`src/rtl/exponential_search_sorted_store_assert.svh`:
```
// ----------------------------------------------------------------------------
// Assertion macros for the sorted store
// Concurrent checks that are compiled away in synthesis builds.
// ----------------------------------------------------------------------------
`ifndef EXPONENTIAL_SEARCH_SORTED_STORE_ASSERT_SVH
`define EXPONENTIAL_SEARCH_SORTED_STORE_ASSERT_SVH

`ifndef SYNTHESIS

// Check a same-cycle implication outside reset
`define ESS_ASSERT_IMPL(label, clk, rst, ante, cons, msg) \
  label: assert property (@(posedge clk) disable iff (rst) (ante) |-> (cons)) \
    else $error(msg);

// Check a next-cycle implication outside reset
`define ESS_ASSERT_NEXT(label, clk, rst, ante, cons, msg) \
  label: assert property (@(posedge clk) disable iff (rst) (ante) |=> (cons)) \
    else $error(msg);

`else

`define ESS_ASSERT_IMPL(label, clk, rst, ante, cons, msg)
`define ESS_ASSERT_NEXT(label, clk, rst, ante, cons, msg)

`endif

`endif

```
`src/rtl/ess_pkg.sv`:
```
// ----------------------------------------------------------------------------
// ess_pkg
// Request codes and comparison codes shared by the sorted store modules.
// ----------------------------------------------------------------------------
package ess_pkg;

  // Request opcodes on the mode field
  localparam logic [1:0] MODE_APPEND = 2'd0;
  localparam logic [1:0] MODE_SEARCH = 2'd1;
  localparam logic [1:0] MODE_CLEAR  = 2'd2;

  // Width of a stored word and of the reported position
  localparam int WORD_W = 32;
  localparam int POS_W  = 10;

  // Outcome of comparing one stored entry with the key
  typedef enum logic [1:0] {
    CMP_LESS    = 2'd0,
    CMP_EQUAL   = 2'd1,
    CMP_GREATER = 2'd2
  } cmp_t;

endpackage

```
`src/rtl/ess_probe.sv`:
```
// ----------------------------------------------------------------------------
// ess_probe
// Compares one read-back entry with the search key; slots past the fill
// count compare as greater than any key.
// ----------------------------------------------------------------------------
module ess_probe
  import ess_pkg::*;
(
  input  logic                     in_range,
  input  logic signed [WORD_W-1:0] entry,
  input  logic signed [WORD_W-1:0] key,
  output cmp_t                     cmp
);

  // Treat empty slots as larger than every key
  always_comb begin
    if (!in_range) begin
      cmp = CMP_GREATER;
    end else if (entry < key) begin
      cmp = CMP_LESS;
    end else if (entry > key) begin
      cmp = CMP_GREATER;
    end else begin
      cmp = CMP_EQUAL;
    end
  end

endmodule

```
`config.mk`:
```
export PLATFORM = sky130hd
export DESIGN_NAME = ess_probe
export DESIGN_NICKNAME = d
export VERILOG_FILES = /design/src/rtl/exponential_search_sorted_store_assert.svh /design/src/rtl/ess_pkg.sv /design/src/rtl/ess_probe.sv
export SDC_FILE = /design/constraint.sdc
export NUM_CORES = 1
export LEC_CHECK = 0
export ABC_AREA = 0
export BUFFER_PORTS_ARGS = -buffer_cell sky130_fd_sc_hd__buf_2
export CORE_ASPECT_RATIO = 0.75
export CORE_MARGIN = 1.5
export CORE_UTILIZATION = 42
export DETAILED_ROUTE_END_ITERATION = 10
export PLACE_DENSITY = 0.88
export SETUP_SLACK_MARGIN = 0.15
export SYNTH_ARGS = -nofsm -noshare
export SYNTH_HDL_FRONTEND = slang
export SYNTH_SLANG_ARGS = --single-unit
```
`constraint.sdc`:
```
create_clock -name vclk -period 2.41
set_input_delay 0.1205 -clock vclk [all_inputs]
set_output_delay 0.1205 -clock vclk [all_outputs]
set_load 0.01 [all_outputs]
```
[Word-level counts from Yosys, hierarchy flattened]
Index checks and enable logic that the tools add are counted.
Storage, ports and cells
  RAM bits: 0
  memories kept: 0
  ROM bits: 0
  input port bits: 65
  register bits after elaboration: 0
  latch bits: 0
Cells by class
  reductions and logical operators: 0
  bitwise logic cells: 0
  shifts and indexed selects: 0
  add/subtract/negate cells: 0
  divide/modulo/power cells: 0
  equality and inequality tests: 0
  muxes and demuxes: 3
  $mul: 0
  $lt $le $gt $ge: 2
Operators with widths (count)
  32-bit greater-than comparator: 1
  32-bit less-than comparator: 1
  2-bit two-way mux: 3

[Logic depth before layout (Yosys ltp)]
  depth after elaboration: 4
  depth in mapped cells: 8

[Worst setup path after synthesis]
Ideal clock, no wire load.
  kind: input port to output port
  start: input key[18]
  end: output cmp[0]
  setup slack: 0.421 ns
  data arrival time: 1.868 ns
  stages: 8
  required time: 2.289 ns
  cells stage by stage: inv_1 -> ha_1 -> a21o_1 -> a21oi_2 -> a2111oi_1 -> or4b_4 -> or3_1 -> a21oi_1
Between the ends
  longest elaborated chain between the ends: 4
Ends and longest elaborated chain
  from (decl): RTL line ess_probe.sv:11  | input logic signed [WORD_W-1:0] key,
  32-bit greater-than comparator: RTL line ess_probe.sv:21  | end else if (entry > key) begin
  2-bit two-way mux: RTL line ess_probe.sv:21
  2-bit two-way mux (*): RTL line ess_probe.sv:19  | end else if (entry < key) begin
  2-bit two-way mux (*): RTL line ess_probe.sv:17  | if (!in_range) begin
  to (decl): RTL line ess_probe.sv:12  | output cmp_t cmp
Mark *: on every way between the ends. The rest lies on a longest branch, timed or not.

[Worst setup path after layout]
  start: input entry[30]
  end: output cmp[0]
Between the ends
  longest elaborated chain between the ends: 4
Ends and longest elaborated chain
  from (decl): RTL line ess_probe.sv:10  | input logic signed [WORD_W-1:0] entry,
  32-bit greater-than comparator: RTL line ess_probe.sv:21
  2-bit two-way mux: RTL line ess_probe.sv:21
  2-bit two-way mux (*): RTL line ess_probe.sv:19
  2-bit two-way mux (*): RTL line ess_probe.sv:17
Marked as above.

==> insert_results.sql <==
INSERT INTO impl_metrics (metric_group, metric, value, unit) VALUES
('worst_setup_path', 'worstSetupPathType', 'in2out', ''),
('sta', 'setup-violations-final', '0', ''),
('logic_synthesis', 'largest_family_of_logic_cells_by_synthesized_area', 'adder cells', ''),
('floorplanning', 'die_area', '2300', 'um^2'),
('power_and_ir_drop', 'vdd.ir_drop.worst', '0.0000836', 'V'),
('floorplanning', 'die_height', '41.9', 'um'),
('global_route', 'grt_first_pass_wirelength', '3510', 'um'),
('routing', 'viasPerCell', '5.03', ''),
('global_route', 'grt_pass1_vias', '999', ''),
('floorplanning', 'initial_core_util', '46.9', '%'),
('routing', 'postRouteAntennaNets', '0', ''),
('layout', 'sequential_cell_area', '0', 'um^2'),
('worst_hold_path', 'worstHoldPathType', 'in2out', ''),
('routing', 'detailedRoute.firstPassIterationCount', '4', ''),
('layout', 'n_fill_cell', '168', ''),
('sta', 'report.final.hold_viol_count', '0', ''),
('logic_synthesis', 'postSynthNetCount', '217', ''),
('layout', 'layout.nets', '286', ''),
('worst_hold_path', 'min_delay_path_depth', '3', ''),
('global_route', 'initial_antenna_violation_count', '0', ''),
('logic_synthesis', 'synth.mux.area_fraction', '0', '%'),
('power_and_ir_drop', 'p_leak', '0.796', 'nW'),
('place', 'gp_routability_congestion', '0.612', ''),
('logic_synthesis', 'syn-mean-instance-area', '7.06', 'um^2'),
('sta', 'final_period_minus_worst_setup_slack', '2.18', 'ns'),
('clock_tree', 'cts-resized-gates', '0', ''),
('sta', 'grt_setup_unrepaired', 'false', ''),
('routing', 'routed_wire_length_per_instance', '10.8', 'um'),
('logic_synthesis', 'yosys.area_share.simple', '17.7', '%'),
('power_and_ir_drop', 'finalPower', '0.199', 'mW'),
('sta', 'total_negative_setup_slacks', '0', 'ns'),
('clock_tree', 'cts_hold_buf', '0', ''),
('routing', 'drc', '0', ''),
('layout', 'layout-drive-gt1-share', '41.7', '%'),
('routing', 'route.vias.total', '1052', ''),
('flow_run', 'maxCapViolCount', '0', ''),
('logic_synthesis', 'synth.cell_area', '847', 'um^2'),
('worst_setup_path', 'timing.critical_path.fanout_max', '4', ''),
('outcome', 'run_status', 'finished clean', ''),
('layout', 'seq_cells', '0', ''),
('logic_synthesis', 'synthAdderAreaFrac', '47.3', '%'),
('sta', 'relSlewSlack', '74.3', '%'),
('sta', 'post-route-period-util', '90.6', '%'),
('logic_synthesis', 'netlist_instances', '120', ''),
('floorplanning', 'die_w', '54.9', 'um'),
('place', 'dp_hpwl', '2040', 'um'),
('logic_synthesis', 'synth-warning-count', '0', ''),
('worst_setup_path', 'start_kind', 'input port', ''),
('global_route', 'grt_usage', '19.5', '%'),
('logic_synthesis', 'yosysSeqAreaShare', '0', '%'),
('clock_tree', 'cts_setup_buffers', '0', ''),
('logic_synthesis', 'synthesized_area_fraction_occupied_by_ao_oa_aoi_and_oai_cells', '20.4', '%'),
('worst_setup_path', 'worst_ep_required_time', '2.29', 'ns'),
('worst_setup_path', 'arrival', '2.06', 'ns'),
('worst_setup_path', 'cp-startpoint', 'entry[30]', ''),
('global_route', 'global_route.overflow_total', '0', ''),
('layout', 'area.growth.synth_to_final', '50.7', '%'),
('worst_setup_path', 'critPathCaptureType', 'primary output', ''),
('sta', 'slew_violations', '0', ''),
('worst_hold_path', 'worst_hold_startpoint', 'in_range', ''),
('sta', 'post_route_hold_slack', '0.553', 'ns'),
('routing', 'detailed_router_s_first_iteration_violation_count', '7', ''),
('layout', 'antennaDiodeCount', '0', ''),
('routing', 'detail_route.wirelength', '2260', 'um'),
('logic_synthesis', 'ys_types', '21', ''),
('floorplanning', 'core_region_area', '1810', 'um^2'),
('place', 'port-buffer-count', '67', ''),
('sta', 'fmax', '458', 'MHz'),
('sta', 'tightestPinTransition', '0.382', 'ns'),
('power_and_ir_drop', 'power_per_cell_area', '156', 'nW/um^2'),
('layout', 'clock_buffers', '0', ''),
('global_route', 'grt_max_degree', '5', ''),
('logic_synthesis', 'share_of_the_synthesized_netlist_area_taken_by_xor_and_xnor_gates', '0', '%'),
('floorplanning', 'rows', '13', ''),
('floorplanning', 'pin_count', '67', '');
per-layer routing:
layer / global-route usage (%) / part of all wire (%) / vias up
li1: - / - / 555
met1: 19.9 / 40 / 441
met2: 40.0 / 50 / 50
met3: 0 / 7.2 / 6
met4: 6.00 / 2.3 / 0
met5: 0 / 0 / -
logic make-up (layout without fill, tap and decap cells):
| kind of cell | Yosys count | after routing |
|---|---|---|
| AO/OA/AOI/OAI | 28 | 28 |
| buffers and inverters | 33 | 100 |
| adder cells (fa/ha/maj) | 32 | 32 |
| AND/OR/NAND/NOR | 27 | 27 |
critical path, stage by stage:
cell and delay [ns]:
sky130_fd_sc_hd__buf_2 0.10, sky130_fd_sc_hd__ha_1 0.31, sky130_fd_sc_hd__nand4_1 0.20, sky130_fd_sc_hd__nor2_1 0.08, sky130_fd_sc_hd__a21oi_1 0.11, sky130_fd_sc_hd__or4b_4 0.49, sky130_fd_sc_hd__or3_4 0.38, sky130_fd_sc_hd__a21oi_2 0.14
sky130_fd_sc_hd__buf_2 0.14
synthesized netlist by cell type:
cell type | number | area [um^2]
sky130_fd_sc_hd__a21oi_2 | 1 | 8.76
sky130_fd_sc_hd__nand4_1 | 7 | 43.8
sky130_fd_sc_hd__inv_1 | 33 | 124
sky130_fd_sc_hd__ha_1 | 32 | 400
sky130_fd_sc_hd__nor2_1 | 3 | 11.3
sky130_fd_sc_hd__a21bo_2 | 1 | 10.0
sky130_fd_sc_hd__a22o_1 | 1 | 8.76
sky130_fd_sc_hd__a2111oi_1 | 1 | 10.0
sky130_fd_sc_hd__or4b_4 | 1 | 13.8
sky130_fd_sc_hd__nand3_1 | 6 | 30.0
sky130_fd_sc_hd__nand2_1 | 5 | 18.8
sky130_fd_sc_hd__o21bai_1 | 1 | 7.51
sky130_fd_sc_hd__or3_1 | 1 | 6.26
sky130_fd_sc_hd__nor4_1 | 2 | 12.5
sky130_fd_sc_hd__a21boi_0 | 1 | 7.51
sky130_fd_sc_hd__nor2b_1 | 1 | 6.26
sky130_fd_sc_hd__a21o_1 | 3 | 22.5
sky130_fd_sc_hd__o21ai_0 | 4 | 20.0
sky130_fd_sc_hd__a21oi_1 | 14 | 70.1
sky130_fd_sc_hd__or4_1 | 1 | 7.51
sky130_fd_sc_hd__a211oi_1 | 1 | 7.51
per-stage QoR:
step | std cells | instance area, um^2 | worst slack, ns | utilization (%)
finish | 209 | 1280 | 0.226 | 70.7
global route | 209 | 1280 | 0.123 | 70.7
CTS | 209 | 1210 | 0.191 | 67.0
detailed placement | 209 | 1210 | 0.200 | 67.0
global placement | 209 | 1210 | 0.238 | 67.0
floorplan | 120 | 847 | 0.421 | -
power breakdown:
part           internal, mW  switching, mW
Sequential                0              0
Combinational         0.108         0.0910
Clock                     0              0
area by class of cell:
cell class	instances	area [um^2]	area share, %
Multi-Input combinational cell	87	790	61.9
Timing Repair Buffer	67	335	26.3
Inverter	33	124	9.71
Tap cell	22	27.5	2.16
path summary, 6_finish.rpt:
check / end / slack, ns
worst max-delay path: cmp[0] / 0.23
worst min-delay path: cmp[1] / 0.55
cell usage in the layout (no fill, tap or decap), types with 2 or more instances in the layout:
master                    Yosys  routed
sky130_fd_sc_hd__nand4_1      7       7
sky130_fd_sc_hd__a21oi_1     14      12
sky130_fd_sc_hd__inv_1       33      33
sky130_fd_sc_hd__nand2_1      5       5
sky130_fd_sc_hd__nor2_1       3       3
sky130_fd_sc_hd__o21ai_0      4       3
sky130_fd_sc_hd__a21o_1       3       3
sky130_fd_sc_hd__ha_4         0       4
sky130_fd_sc_hd__nand3_1      6       6
sky130_fd_sc_hd__nor4_1       2       2
sky130_fd_sc_hd__buf_2        0      67
sky130_fd_sc_hd__a21oi_2      1       3
sky130_fd_sc_hd__ha_1        32      28
Power figures use the tool's default switching activity.
